==> src/sv/rrg_pkg.sv <==
// rrg_pkg: shared types, constants and codes of the render rate governor
// item and result payloads, register map, controller states and command/status bundles
// no dependencies
package rrg_pkg;

   localparam int AMT_W   = 32;
   localparam int COST_W  = 17;
   localparam int EST_W   = 18;
   localparam int THR_W   = 18;
   localparam int DWELL_W = 16;
   localparam int RATE_W  = 2;
   localparam int TICK_W  = 32;

   localparam int CALC_DEPTH_DEF = 12;
   localparam int DRAW_DEPTH_DEF = 8;

   localparam logic [COST_W-1:0] COST_CLAMP = COST_W'(100000);

   localparam int CSR_ADDR_W = 5;
   localparam int CSR_DATA_W = 32;

   localparam logic [2:0] REG_DEMOTE_FAST  = 3'd0;
   localparam logic [2:0] REG_PROMOTE_MID  = 3'd1;
   localparam logic [2:0] REG_DEMOTE_MID   = 3'd2;
   localparam logic [2:0] REG_PROMOTE_SLOW = 3'd3;
   localparam logic [2:0] REG_DWELL        = 3'd4;
   localparam logic [2:0] REG_BURST_RATE   = 3'd5;

   localparam logic [THR_W-1:0]   DEMOTE_FAST_RST  = THR_W'(20000);
   localparam logic [THR_W-1:0]   PROMOTE_MID_RST  = THR_W'(18000);
   localparam logic [THR_W-1:0]   DEMOTE_MID_RST   = THR_W'(30000);
   localparam logic [THR_W-1:0]   PROMOTE_SLOW_RST = THR_W'(25000);
   localparam logic [DWELL_W-1:0] DWELL_RST        = DWELL_W'(60);
   localparam logic [RATE_W-1:0]  BURST_RATE_RST   = RATE_W'(2);

   localparam logic [RATE_W-1:0] RATE_FAST = 2'd0;
   localparam logic [RATE_W-1:0] RATE_MID  = 2'd1;
   localparam logic [RATE_W-1:0] RATE_SLOW = 2'd2;
   localparam logic [RATE_W-1:0] RATE_BAD  = 2'd3;

   typedef enum logic [1:0] {
      KIND_CALC = 2'd0,
      KIND_DRAW = 2'd1,
      KIND_WAIT = 2'd2,
      KIND_TICK = 2'd3
   } kind_type;

   typedef struct packed {
      kind_type          kind;
      logic [AMT_W-1:0]  amount_us;
      logic              burst_active;
      logic              manual_override;
      logic [RATE_W-1:0] current_rate;
   } req_type;

   typedef struct packed {
      logic              set_request;
      logic [RATE_W-1:0] new_rate;
      logic [EST_W-1:0]  estimate_us;
      logic              burst_forced;
   } rsp_type;

   typedef struct packed {
      logic [THR_W-1:0]   demote_fast_to_mid_us;
      logic [THR_W-1:0]   promote_mid_to_fast_us;
      logic [THR_W-1:0]   demote_mid_to_slow_us;
      logic [THR_W-1:0]   promote_slow_to_mid_us;
      logic [DWELL_W-1:0] dwell_ticks;
      logic [RATE_W-1:0]  burst_rate;
   } cfg_type;

   typedef enum logic [2:0] {
      ST_IDLE,
      ST_READ,
      ST_UPDATE,
      ST_DIVIDE,
      ST_FINISH,
      ST_DECIDE
   } state_type;

   typedef struct packed {
      logic accept;
      logic read;
      logic update;
      logic finish;
      logic decide;
   } cmd_type;

   typedef struct packed {
      kind_type item_kind;
      logic     div_done;
      logic     rsp_free;
   } status_type;

endpackage

==> src/sv/rrg_csr.sv <==
// rrg_csr: configuration register bank behind the apb-style port
// depends on rrg_pkg for the register map and reset values
module rrg_csr import rrg_pkg::*; (
   input  logic                  clock,
   input  logic                  reset,
   input  logic                  csr_psel,
   input  logic                  csr_penable,
   input  logic                  csr_pwrite,
   input  logic [CSR_ADDR_W-1:0] csr_paddr,
   input  logic [CSR_DATA_W-1:0] csr_pwdata,
   output logic [CSR_DATA_W-1:0] csr_prdata,
   output logic                  csr_pready,
   output cfg_type               cfg
);

   cfg_type    cfg_ff;
   logic [2:0] reg_idx;
   logic       wr_en;

   assign reg_idx    = csr_paddr[CSR_ADDR_W-1:2];
   assign wr_en      = csr_psel && csr_penable && csr_pwrite;
   assign csr_pready = 1'b1;
   assign cfg        = cfg_ff;

   always_ff @(posedge clock) begin
      if (reset) begin
         cfg_ff.demote_fast_to_mid_us  <= DEMOTE_FAST_RST;
         cfg_ff.promote_mid_to_fast_us <= PROMOTE_MID_RST;
         cfg_ff.demote_mid_to_slow_us  <= DEMOTE_MID_RST;
         cfg_ff.promote_slow_to_mid_us <= PROMOTE_SLOW_RST;
         cfg_ff.dwell_ticks            <= DWELL_RST;
         cfg_ff.burst_rate             <= BURST_RATE_RST;
      end else if (wr_en) begin
         unique case (reg_idx)
            REG_DEMOTE_FAST:  cfg_ff.demote_fast_to_mid_us  <= csr_pwdata[THR_W-1:0];
            REG_PROMOTE_MID:  cfg_ff.promote_mid_to_fast_us <= csr_pwdata[THR_W-1:0];
            REG_DEMOTE_MID:   cfg_ff.demote_mid_to_slow_us  <= csr_pwdata[THR_W-1:0];
            REG_PROMOTE_SLOW: cfg_ff.promote_slow_to_mid_us <= csr_pwdata[THR_W-1:0];
            REG_DWELL:        cfg_ff.dwell_ticks            <= csr_pwdata[DWELL_W-1:0];
            REG_BURST_RATE:   cfg_ff.burst_rate             <= csr_pwdata[RATE_W-1:0];
            default: ;
         endcase
      end
   end

   always_comb begin
      unique case (reg_idx)
         REG_DEMOTE_FAST:  csr_prdata = CSR_DATA_W'(cfg_ff.demote_fast_to_mid_us);
         REG_PROMOTE_MID:  csr_prdata = CSR_DATA_W'(cfg_ff.promote_mid_to_fast_us);
         REG_DEMOTE_MID:   csr_prdata = CSR_DATA_W'(cfg_ff.demote_mid_to_slow_us);
         REG_PROMOTE_SLOW: csr_prdata = CSR_DATA_W'(cfg_ff.promote_slow_to_mid_us);
         REG_DWELL:        csr_prdata = CSR_DATA_W'(cfg_ff.dwell_ticks);
         REG_BURST_RATE:   csr_prdata = CSR_DATA_W'(cfg_ff.burst_rate);
         default:          csr_prdata = '0;
      endcase
   end

endmodule

==> src/sv/rrg_ctrl.sv <==
// rrg_ctrl: sequencing state machine of the governor
// depends on rrg_pkg for state, command and status types
module rrg_ctrl import rrg_pkg::*; (
   input  logic       clock,
   input  logic       reset,
   input  logic       req_valid,
   input  kind_type   req_kind,
   output logic       req_stall,
   input  status_type status,
   output cmd_type    cmd
);

   state_type state_ff, state_in;

   always_ff @(posedge clock) begin
      if (reset) begin
         state_ff <= ST_IDLE;
      end else begin
         state_ff <= state_in;
      end
   end

   always_comb begin
      state_in = state_ff;
      unique case (state_ff)
         ST_IDLE: begin
            if (req_valid && (req_kind == KIND_DRAW || req_kind == KIND_TICK)) begin
               state_in = ST_READ;
            end
         end
         ST_READ:   state_in = ST_UPDATE;
         ST_UPDATE: state_in = ST_DIVIDE;
         ST_DIVIDE: begin
            if (status.div_done) begin
               state_in = ST_FINISH;
            end
         end
         ST_FINISH: begin
            if (status.item_kind == KIND_TICK) begin
               state_in = ST_DECIDE;
            end else begin
               state_in = ST_IDLE;
            end
         end
         ST_DECIDE: begin
            if (status.rsp_free) begin
               state_in = ST_IDLE;
            end
         end
         default: state_in = ST_IDLE;
      endcase
   end

   always_comb begin
      cmd       = '0;
      req_stall = 1'b1;
      unique case (state_ff)
         ST_IDLE: begin
            req_stall  = 1'b0;
            cmd.accept = req_valid;
         end
         ST_READ:   cmd.read   = 1'b1;
         ST_UPDATE: cmd.update = 1'b1;
         ST_DIVIDE: ;
         ST_FINISH: cmd.finish = 1'b1;
         ST_DECIDE: cmd.decide = status.rsp_free;
         default: ;
      endcase
   end

endmodule

==> src/sv/rrg_divider.sv <==
// rrg_divider: shared multi-cycle unsigned divider, two quotient bits per cycle
// depends on rrg_pkg for the quotient width
module rrg_divider import rrg_pkg::*; #(
   parameter int SUM_W = COST_W,
   parameter int CNT_W = 1
) (
   input  logic              clock,
   input  logic              reset,
   input  logic              start,
   input  logic [SUM_W-1:0]  dividend,
   input  logic [CNT_W-1:0]  divisor,
   output logic              done,
   output logic [COST_W-1:0] quotient
);

   localparam int DIV_W  = SUM_W + (SUM_W % 2);
   localparam int STEPS  = DIV_W / 2;
   localparam int STEP_W = (STEPS > 1) ? $clog2(STEPS) : 1;

   logic              busy_ff;
   logic [STEP_W-1:0] step_ff;
   logic [DIV_W-1:0]  work_ff, work_v;
   logic [CNT_W-1:0]  rem_ff, rem_v;
   logic [CNT_W-1:0]  divisor_ff;
   logic [CNT_W:0]    trial;

   always_comb begin
      rem_v  = rem_ff;
      work_v = work_ff;
      trial  = '0;
      for (int k = 0; k < 2; k++) begin
         trial  = {rem_v, work_v[DIV_W-1]};
         work_v = {work_v[DIV_W-2:0], 1'b0};
         if (trial >= {1'b0, divisor_ff}) begin
            rem_v     = CNT_W'(trial - {1'b0, divisor_ff});
            work_v[0] = 1'b1;
         end else begin
            rem_v = trial[CNT_W-1:0];
         end
      end
   end

   always_ff @(posedge clock) begin
      if (reset) begin
         busy_ff <= 1'b0;
      end else if (start) begin
         busy_ff <= 1'b1;
      end else if (done) begin
         busy_ff <= 1'b0;
      end
   end

   always_ff @(posedge clock) begin
      if (start) begin
         work_ff    <= DIV_W'(dividend);
         rem_ff     <= '0;
         divisor_ff <= divisor;
         step_ff    <= STEP_W'(STEPS - 1);
      end else if (busy_ff) begin
         work_ff <= work_v;
         rem_ff  <= rem_v;
         step_ff <= step_ff - 1'b1;
      end
   end

   assign done     = busy_ff && (step_ff == '0);
   assign quotient = work_ff[COST_W-1:0];

endmodule

==> src/sv/rrg_datapath.sv <==
// rrg_datapath: cost windows, running sums, averages, rate decision and result register
// depends on rrg_pkg and rrg_divider
module rrg_datapath import rrg_pkg::*; #(
   parameter int CALC_DEPTH = CALC_DEPTH_DEF,
   parameter int DRAW_DEPTH = DRAW_DEPTH_DEF
) (
   input  logic       clock,
   input  logic       reset,
   input  cmd_type    cmd,
   output status_type status,
   input  req_type    req_data,
   input  cfg_type    cfg,
   output logic       rsp_valid,
   input  logic       rsp_stall,
   output rsp_type    rsp_data
);

   localparam int MAX_D   = (CALC_DEPTH > DRAW_DEPTH) ? CALC_DEPTH : DRAW_DEPTH;
   localparam int CSUM_W  = COST_W + $clog2(CALC_DEPTH);
   localparam int DSUM_W  = COST_W + $clog2(DRAW_DEPTH);
   localparam int SUM_W   = (CSUM_W > DSUM_W) ? CSUM_W : DSUM_W;
   localparam int CNT_W   = $clog2(MAX_D + 1);
   localparam int CCNT_W  = $clog2(CALC_DEPTH + 1);
   localparam int DCNT_W  = $clog2(DRAW_DEPTH + 1);
   localparam int CHEAD_W = $clog2(CALC_DEPTH);
   localparam int DHEAD_W = (DRAW_DEPTH > 1) ? $clog2(DRAW_DEPTH) : 1;

   function automatic logic [COST_W-1:0] clamp_cost(input logic [AMT_W-1:0] v);
      logic [COST_W-1:0] r;
      if (v > AMT_W'(COST_CLAMP)) begin
         r = COST_CLAMP;
      end else begin
         r = v[COST_W-1:0];
      end
      return r;
   endfunction

   // item and accumulators
   req_type           item_ff;
   logic [COST_W-1:0] pending_ff;
   logic [AMT_W-1:0]  wait_ff;
   logic [COST_W-1:0] new_val_ff;
   logic [COST_W-1:0] draw_avg_ff;
   logic [EST_W-1:0]  est_ff;
   logic [TICK_W-1:0] tick_ff;
   logic [TICK_W-1:0] last_ff;
   logic              owned_ff;
   logic [RATE_W-1:0] saved_ff;

   // windows
   logic [COST_W-1:0]  calc_mem [CALC_DEPTH];
   logic [COST_W-1:0]  draw_mem [DRAW_DEPTH];
   logic [COST_W-1:0]  calc_rd_ff, draw_rd_ff;
   logic [CHEAD_W-1:0] calc_head_ff;
   logic [DHEAD_W-1:0] draw_head_ff;
   logic [CCNT_W-1:0]  calc_count_ff, calc_count_in;
   logic [DCNT_W-1:0]  draw_count_ff, draw_count_in;
   logic [CSUM_W-1:0]  calc_sum_ff, calc_sum_in;
   logic [DSUM_W-1:0]  draw_sum_ff, draw_sum_in;
   logic               calc_full, draw_full, is_tick;

   logic              rsp_valid_ff;
   rsp_type           rsp_data_ff;

   logic [AMT_W:0]    wait_sum;
   logic [AMT_W-1:0]  net_cost;
   logic [SUM_W-1:0]  div_dividend;
   logic [CNT_W-1:0]  div_divisor;
   logic              div_done;
   logic [COST_W-1:0] div_quotient;

   // decision terms
   logic [RATE_W-1:0] mode, forced, wanted, rate_v, saved_in;
   logic              burst_en, owned_in, set_v, clr_burst, clr_auto, calc_clear;
   logic              full_eff, dwell_ok;
   logic [TICK_W-1:0] last_eff;

   assign is_tick   = (item_ff.kind == KIND_TICK);
   assign calc_full = (calc_count_ff == CCNT_W'(CALC_DEPTH));
   assign draw_full = (draw_count_ff == DCNT_W'(DRAW_DEPTH));
   assign wait_sum  = {1'b0, wait_ff} + {1'b0, req_data.amount_us};
   assign net_cost  = (item_ff.amount_us > wait_ff) ? (item_ff.amount_us - wait_ff) : '0;

   assign calc_sum_in   = calc_sum_ff - (calc_full ? CSUM_W'(calc_rd_ff) : '0)
                          + CSUM_W'(new_val_ff);
   assign draw_sum_in   = draw_sum_ff - (draw_full ? DSUM_W'(draw_rd_ff) : '0)
                          + DSUM_W'(new_val_ff);
   assign calc_count_in = calc_full ? calc_count_ff : calc_count_ff + 1'b1;
   assign draw_count_in = draw_full ? draw_count_ff : draw_count_ff + 1'b1;

   assign div_dividend = is_tick ? SUM_W'(calc_sum_in) : SUM_W'(draw_sum_in);
   assign div_divisor  = is_tick ? CNT_W'(calc_count_in) : CNT_W'(draw_count_in);

   rrg_divider #(
      .SUM_W (SUM_W),
      .CNT_W (CNT_W)
   ) u_divider (
      .clock    (clock),
      .reset    (reset),
      .start    (cmd.update),
      .dividend (div_dividend),
      .divisor  (div_divisor),
      .done     (div_done),
      .quotient (div_quotient)
   );

   // notes
   always_ff @(posedge clock) begin
      if (reset) begin
         pending_ff <= '0;
         wait_ff    <= '0;
      end else if (cmd.accept) begin
         priority case (req_data.kind)
            KIND_CALC: pending_ff <= clamp_cost(req_data.amount_us);
            KIND_WAIT: wait_ff    <= wait_sum[AMT_W] ? '1 : wait_sum[AMT_W-1:0];
            default: ;
         endcase
      end else if (cmd.read && item_ff.kind == KIND_DRAW) begin
         wait_ff <= '0;
      end
   end

   always_ff @(posedge clock) begin
      if (cmd.accept) begin
         item_ff <= req_data;
      end
      if (cmd.read) begin
         new_val_ff <= is_tick ? pending_ff : clamp_cost(net_cost);
      end
   end

   // window memories
   always_ff @(posedge clock) begin
      if (cmd.update && is_tick) begin
         calc_mem[calc_head_ff] <= new_val_ff;
      end
      calc_rd_ff <= calc_mem[calc_head_ff];
   end

   always_ff @(posedge clock) begin
      if (cmd.update && item_ff.kind == KIND_DRAW) begin
         draw_mem[draw_head_ff] <= new_val_ff;
      end
      draw_rd_ff <= draw_mem[draw_head_ff];
   end

   // calc window bookkeeping
   always_ff @(posedge clock) begin
      if (reset) begin
         calc_head_ff  <= '0;
         calc_count_ff <= '0;
         calc_sum_ff   <= '0;
         tick_ff       <= '0;
         last_ff       <= '0;
      end else if (cmd.update && is_tick) begin
         calc_head_ff  <= (calc_head_ff == CHEAD_W'(CALC_DEPTH - 1)) ? '0
                          : calc_head_ff + 1'b1;
         calc_count_ff <= calc_count_in;
         calc_sum_ff   <= calc_sum_in;
         tick_ff       <= tick_ff + 1'b1;
      end else if (cmd.decide && calc_clear) begin
         calc_head_ff  <= '0;
         calc_count_ff <= '0;
         calc_sum_ff   <= '0;
         last_ff       <= tick_ff;
      end
   end

   // draw window bookkeeping
   always_ff @(posedge clock) begin
      if (reset) begin
         draw_head_ff  <= '0;
         draw_count_ff <= '0;
         draw_sum_ff   <= '0;
         draw_avg_ff   <= '0;
      end else if (cmd.update && item_ff.kind == KIND_DRAW) begin
         draw_head_ff  <= (draw_head_ff == DHEAD_W'(DRAW_DEPTH - 1)) ? '0
                          : draw_head_ff + 1'b1;
         draw_count_ff <= draw_count_in;
         draw_sum_ff   <= draw_sum_in;
      end else if (cmd.finish && item_ff.kind == KIND_DRAW) begin
         draw_avg_ff <= div_quotient;
      end
   end

   always_ff @(posedge clock) begin
      if (cmd.finish && is_tick) begin
         est_ff <= {1'b0, div_quotient} + {1'b0, draw_avg_ff};
      end
   end

   // rate decision
   always_comb begin
      mode      = (item_ff.current_rate == RATE_BAD) ? RATE_SLOW : item_ff.current_rate;
      forced    = (cfg.burst_rate == RATE_BAD) ? RATE_SLOW : cfg.burst_rate;
      burst_en  = (forced != RATE_FAST) && !item_ff.manual_override;
      owned_in  = owned_ff;
      saved_in  = saved_ff;
      set_v     = 1'b0;
      rate_v    = RATE_FAST;
      clr_burst = 1'b0;
      clr_auto  = 1'b0;
      if (burst_en) begin
         if (item_ff.burst_active && !owned_ff) begin
            owned_in = 1'b1;
            saved_in = mode;
            if (mode != forced) begin
               set_v  = 1'b1;
               rate_v = forced;
            end
         end else if (!item_ff.burst_active && owned_ff) begin
            owned_in  = 1'b0;
            set_v     = 1'b1;
            rate_v    = saved_ff;
            clr_burst = 1'b1;
         end
      end
      full_eff = calc_full && !clr_burst;
      last_eff = clr_burst ? tick_ff : last_ff;
      dwell_ok = (tick_ff - last_eff) >= TICK_W'(cfg.dwell_ticks);
      wanted   = mode;
      priority if (mode == RATE_FAST && est_ff > cfg.demote_fast_to_mid_us) begin
         wanted = RATE_MID;
      end else if (mode == RATE_MID && est_ff > cfg.demote_mid_to_slow_us) begin
         wanted = RATE_SLOW;
      end else if (mode == RATE_MID && est_ff < cfg.promote_mid_to_fast_us) begin
         wanted = RATE_FAST;
      end else if (mode == RATE_SLOW && est_ff < cfg.promote_slow_to_mid_us) begin
         wanted = RATE_MID;
      end else begin
         wanted = mode;
      end
      if (!(burst_en && owned_in) && full_eff && !item_ff.manual_override && dwell_ok
          && wanted != mode) begin
         set_v    = 1'b1;
         rate_v   = wanted;
         clr_auto = 1'b1;
      end
      calc_clear = clr_burst || clr_auto;
   end

   always_ff @(posedge clock) begin
      if (reset) begin
         owned_ff <= 1'b0;
         saved_ff <= RATE_FAST;
      end else if (cmd.decide) begin
         owned_ff <= owned_in;
         saved_ff <= saved_in;
      end
   end

   // result register
   always_ff @(posedge clock) begin
      if (reset) begin
         rsp_valid_ff <= 1'b0;
      end else if (cmd.decide) begin
         rsp_valid_ff <= 1'b1;
      end else if (!rsp_stall) begin
         rsp_valid_ff <= 1'b0;
      end
   end

   always_ff @(posedge clock) begin
      if (cmd.decide) begin
         rsp_data_ff.set_request  <= set_v;
         rsp_data_ff.new_rate     <= set_v ? rate_v : RATE_FAST;
         rsp_data_ff.estimate_us  <= est_ff;
         rsp_data_ff.burst_forced <= owned_in;
      end
   end

   assign rsp_valid        = rsp_valid_ff;
   assign rsp_data         = rsp_data_ff;
   assign status.item_kind = item_ff.kind;
   assign status.div_done  = div_done;
   assign status.rsp_free  = !rsp_valid_ff || !rsp_stall;

   a_decide_has_slot: assert property (@(posedge clock) disable iff (reset)
      cmd.decide |-> (!rsp_valid_ff || !rsp_stall))
      else $error("result written over an untaken result");

   a_decide_on_tick: assert property (@(posedge clock) disable iff (reset)
      cmd.decide |-> item_ff.kind == KIND_TICK)
      else $error("result produced for a note");

   a_clear_empties: assert property (@(posedge clock) disable iff (reset)
      (cmd.decide && calc_clear) |=> (calc_count_ff == '0 && calc_head_ff == '0))
      else $error("calc window not emptied after a switch");

   a_draw_avg_bound: assert property (@(posedge clock) disable iff (reset)
      (cmd.finish && item_ff.kind == KIND_DRAW) |=> draw_avg_ff <= COST_CLAMP)
      else $error("draw average above the cost clamp");

   a_burst_flag: assert property (@(posedge clock) disable iff (reset)
      cmd.decide |=> rsp_data_ff.burst_forced == owned_ff)
      else $error("burst flag disagrees with ownership");

endmodule

==> src/sv/render_rate_governor_unit.sv <==
// render_rate_governor_unit: one item at a time; calc and wait notes are taken in idle,
// draw notes pass read, update, divide and finish, and ticks then add a decide step
// that waits for a free result slot; the shared two-bit-per-cycle divider forming the
// window averages takes STEPS steps: half the running-sum width rounded up, 11 by default.
// a tick's result sits in an output register and can wait while the next item runs.
// synchronous active-high reset clears control, counters, sums, config and the result valid flag; no clearing pass
module render_rate_governor_unit import rrg_pkg::*; #(
   parameter int CALC_DEPTH = CALC_DEPTH_DEF,
   parameter int DRAW_DEPTH = DRAW_DEPTH_DEF
) (
   input  logic                  clock,
   input  logic                  reset,
   input  logic                  req_valid,
   output logic                  req_stall,
   input  req_type               req_data,
   output logic                  rsp_valid,
   input  logic                  rsp_stall,
   output rsp_type               rsp_data,
   input  logic                  csr_psel,
   input  logic                  csr_penable,
   input  logic                  csr_pwrite,
   input  logic [CSR_ADDR_W-1:0] csr_paddr,
   input  logic [CSR_DATA_W-1:0] csr_pwdata,
   output logic [CSR_DATA_W-1:0] csr_prdata,
   output logic                  csr_pready
);

   cfg_type    cfg;
   cmd_type    cmd;
   status_type status;

   rrg_csr u_csr (
      .clock       (clock),
      .reset       (reset),
      .csr_psel    (csr_psel),
      .csr_penable (csr_penable),
      .csr_pwrite  (csr_pwrite),
      .csr_paddr   (csr_paddr),
      .csr_pwdata  (csr_pwdata),
      .csr_prdata  (csr_prdata),
      .csr_pready  (csr_pready),
      .cfg         (cfg)
   );

   rrg_ctrl u_ctrl (
      .clock     (clock),
      .reset     (reset),
      .req_valid (req_valid),
      .req_kind  (req_data.kind),
      .req_stall (req_stall),
      .status    (status),
      .cmd       (cmd)
   );

   rrg_datapath #(
      .CALC_DEPTH (CALC_DEPTH),
      .DRAW_DEPTH (DRAW_DEPTH)
   ) u_datapath (
      .clock     (clock),
      .reset     (reset),
      .cmd       (cmd),
      .status    (status),
      .req_data  (req_data),
      .cfg       (cfg),
      .rsp_valid (rsp_valid),
      .rsp_stall (rsp_stall),
      .rsp_data  (rsp_data)
   );

endmodule
==> config.mk <==
export PLATFORM = sky130hd
export DESIGN_NAME = render_rate_governor_unit
export DESIGN_NICKNAME = d
export VERILOG_FILES = /design/src/sv/rrg_pkg.sv /design/src/sv/rrg_csr.sv /design/src/sv/rrg_ctrl.sv /design/src/sv/rrg_divider.sv /design/src/sv/rrg_datapath.sv /design/src/sv/render_rate_governor_unit.sv
export SDC_FILE = /design/constraint.sdc
export NUM_CORES = 2
export LEC_CHECK = 0
export BUFFER_PORTS_ARGS = -buffer_cell sky130_fd_sc_hd__buf_2
export CAP_MARGIN = 20
export CORE_UTILIZATION = 55
export DETAILED_ROUTE_END_ITERATION = 16
export PLACE_DENSITY = 0.8
export SYNTH_ARGS = -nofsm -noshare
export SYNTH_HDL_FRONTEND = slang
export SYNTH_SLANG_ARGS = --single-unit
export TNS_END_PERCENT = 5
==> constraint.sdc <==
create_clock -name clock -period 8 [get_ports clock]
set_clock_uncertainty 0.15 [all_clocks]
set_input_delay 0.4 -clock clock [delete_from_list [all_inputs] [get_ports clock]]
set_output_delay 0.4 -clock clock [all_outputs]
set_load 0.005 [all_outputs]
==> metrics <==
status complete, no violations; Layout area overhead 11.0%; Nets roughly 4.5k; crit path kind flop to flop; syn avg cell area between 10 and 15 um2; clk slew on worst S/H paths 0.06 ns; pwr/cell area approximately 220 mW/mm2; Final Setup Violations 0; H-tree lvl count 3; worst-skew pair later-pin latency 0.66 ns; register bit total from synthesis between 700 and 800; cts bufs inserted slightly above 80; post-DP HPWL 70700 um; final hold violation count 0; Starting Density 0.555; f_max between 0.1 and 0.15 GHz; setup ws final about 0.9 ns; chip height ~280 um; Num Clock Sinks 787; CP max FO 42; signal arrival time at the worst endpoint between 7 and 8 ns; Synth Instances a little over 4k; Worst Hold Class primary input to flop; setup tns final 0 ns; EDFF count, synth between 400 and 500; DR vias/cell about 6.0; CP Launch Type flop; via count approximately 31k; die width 279 um; die area about 0.078 mm2; largest net degree at the start of global routing 140; Setup WS pre-CTS 0.835 ns; grt ovf 0; ys flop type edfxtp_1; Tcrit/Tclk final 0.890; CP top delay family compound AO/OA/AOI/OAI gates; Max Buffers Root-to-Sink 3; core area 0.0758 mm2; total global-route track usage 0.268; CP max-delay cell or3b_2; first-pass detailed-route iteration total 6; required time worst endpoint 8.38 ns; routed length per instance about 20 um; vias in the first global route 30.5k; final hold slack about 0.096 ns; Peak VDD IR about 0.00019 V; Synth top cells by count edfxtp_1, nand2_1, dfxtp_1; Setup crit end kind flop; register area share after synthesis 0.484; Port Buffers 107; antenna-violating nets left 0; worst path bufs/invs 2; Ant. Diodes 0; Synth top area share 0.328; post-CTS sizing 0; GP Congestion just under 1; initial antenna violation count 0; DRT Wirelength roughly 100000 um; top area cells in the synthesized netlist edfxtp_1, dfxtp_1, ha_1; num ports 139; residual DRC count 0; Pleak 0.0179 uW; # rows approximately 100; dpl cells about 5.0k; # Post-CTS Setup Buffers 0; count of non-filler cells in the finished layout about 5.2k; Slew HR 0.237; synth warn 0; count leader, synth edfxtp_1; post-synth cell types 98; slowest stage delay, CP between 0.7 and 0.8 ns; Least-Margin Pin Slew around 1.1 ns; CTS tree built; fill cell count between 5k and 6k; Root Buffer clkbuf_16; ys async rst share 0; Slew Limit Fails 0; post-layout min period roughly 7 ns; cell taking the most area after synthesis edfxtp_1; global-route wire length before repair 165000 um; share of cells above drive strength 1 0.0957; max_cap viols 0; Mapped Area roughly 0.042 mm2; RSZ-0062 raised after global routing no; DRT iter0 DRCs between 2k and 3k
-- layout by cell type, fill, tap and decap left out, drive strengths merged, types with 57 or more instances in the layout --
cell / instances
a21o: 74
inv: 320
xor2: 65
nand2b: 87
mux2i: 107
a21oi: 303
edfxtp: 460
nand4: 57
clkbuf: 108
dlygate4sd3: 57
dfxtp: 327
buf: 139
nand2: 446
nor2: 248
xnor2: 88
o21ai: 171
a22oi: 89
ha: 260
-- power by group --
group / switching (uW) / internal, uW / total (uW)
Sequential: 159 / 4470 / 4630
Clock: 1640 / 2160 / 3810
Combinational: 978 / 640 / 1620
-- flip-flops by register name, summed over array words and instances (netlist names), 20 cells and up --
register and count:
u_datapath.calc_sum_ff 21, u_datapath.last_ff 32, u_datapath.calc_mem 204, u_datapath.tick_ff 32, u_datapath.u_divider.work_ff 22, u_datapath.draw_mem 136
u_datapath.wait_ff 32, u_datapath.draw_sum_ff 20, u_csr.cfg 90, u_datapath.item_ff 36, u_datapath.rsp_data 22
-- cell families (layout without fill, tap and decap cells) --
family | count (synthesis) | count (layout) | synth area share
and+or+nand+nor | 1155 | 1155 | 0.130
other | 2 | 15 | 0.000178
muxes | 169 | 169 | 0.0565
xor gates and xnor gates | 153 | 153 | 0.0318
buffers and inverters | 515 | 662 | 0.0486
AOI/OAI and AO/OA | 950 | 950 | 0.153
DFF | 787 | 787 | 0.484
adders and majority gates | 300 | 300 | 0.0963
-- worst min-delay path, cell delays in order --
cell and delay [ns]:
buf_2 0.12, nand2_1 0.09, a21oi_1 0.11, nand2_1 0.07
a21oi_1 0.04
-- metrics by stage --
| step | util | area (um2) | total power, uW |
|---|---|---|---|
| 6_report | 0.616 | 46700 | 10100 |
| 5_1_grt | 0.616 | 46700 | 10400 |
| 4_1_cts | 0.615 | 46600 | 10100 |
| 3_5_place_dp | 0.572 | 43400 | 6270 |
| 3_3_place_gp | 0.572 | 43300 | 6220 |
| 2_1_floorplan | - | 42100 | 5820 |
-- final cells by class --
type | instances | area, um2 | share of cell area
Tap cell | 978 | 1220 | 0.0262
Clock buffer | 108 | 2240 | 0.0480
Sequential cell | 787 | 20400 | 0.436
Multi-Input combinational cell | 2742 | 19800 | 0.424
Timing Repair Buffer | 196 | 1410 | 0.0302
Clock inverter | 40 | 460 | 0.00986
Inverter | 318 | 1190 | 0.0256
-- layer usage --
layer	track usage	part of all wire	up-vias
li1	-	-	14700
met2	0.445	0.47	1276
met5	0	0	-
met3	0.0387	0.075	269
met4	0.122	0.043	0
met1	0.347	0.41	14900
-- timing repair --
item                                    4_1_cts  5_1_grt
endpoints found under the hold margin       147        0
hold buffers                                 57        0
endpoints found under the setup margin        0        0
-- path summary, 6_finish.rpt --
path                                    end  cells past startpoint                      start  slack, ns
setup / recovery      u_datapath.last_ff[1]                     26      u_datapath.item_ff[2]       0.88
hold reg to reg   u_datapath.draw_sum_ff[9]                      2  u_datapath.draw_sum_ff[9]       0.31
hold / removal           u_ctrl.state_ff[0]                      5                  req_valid        0.1
setup reg to reg      u_datapath.last_ff[1]                     26      u_datapath.item_ff[2]       0.88
Power figures use the tool's default switching activity.
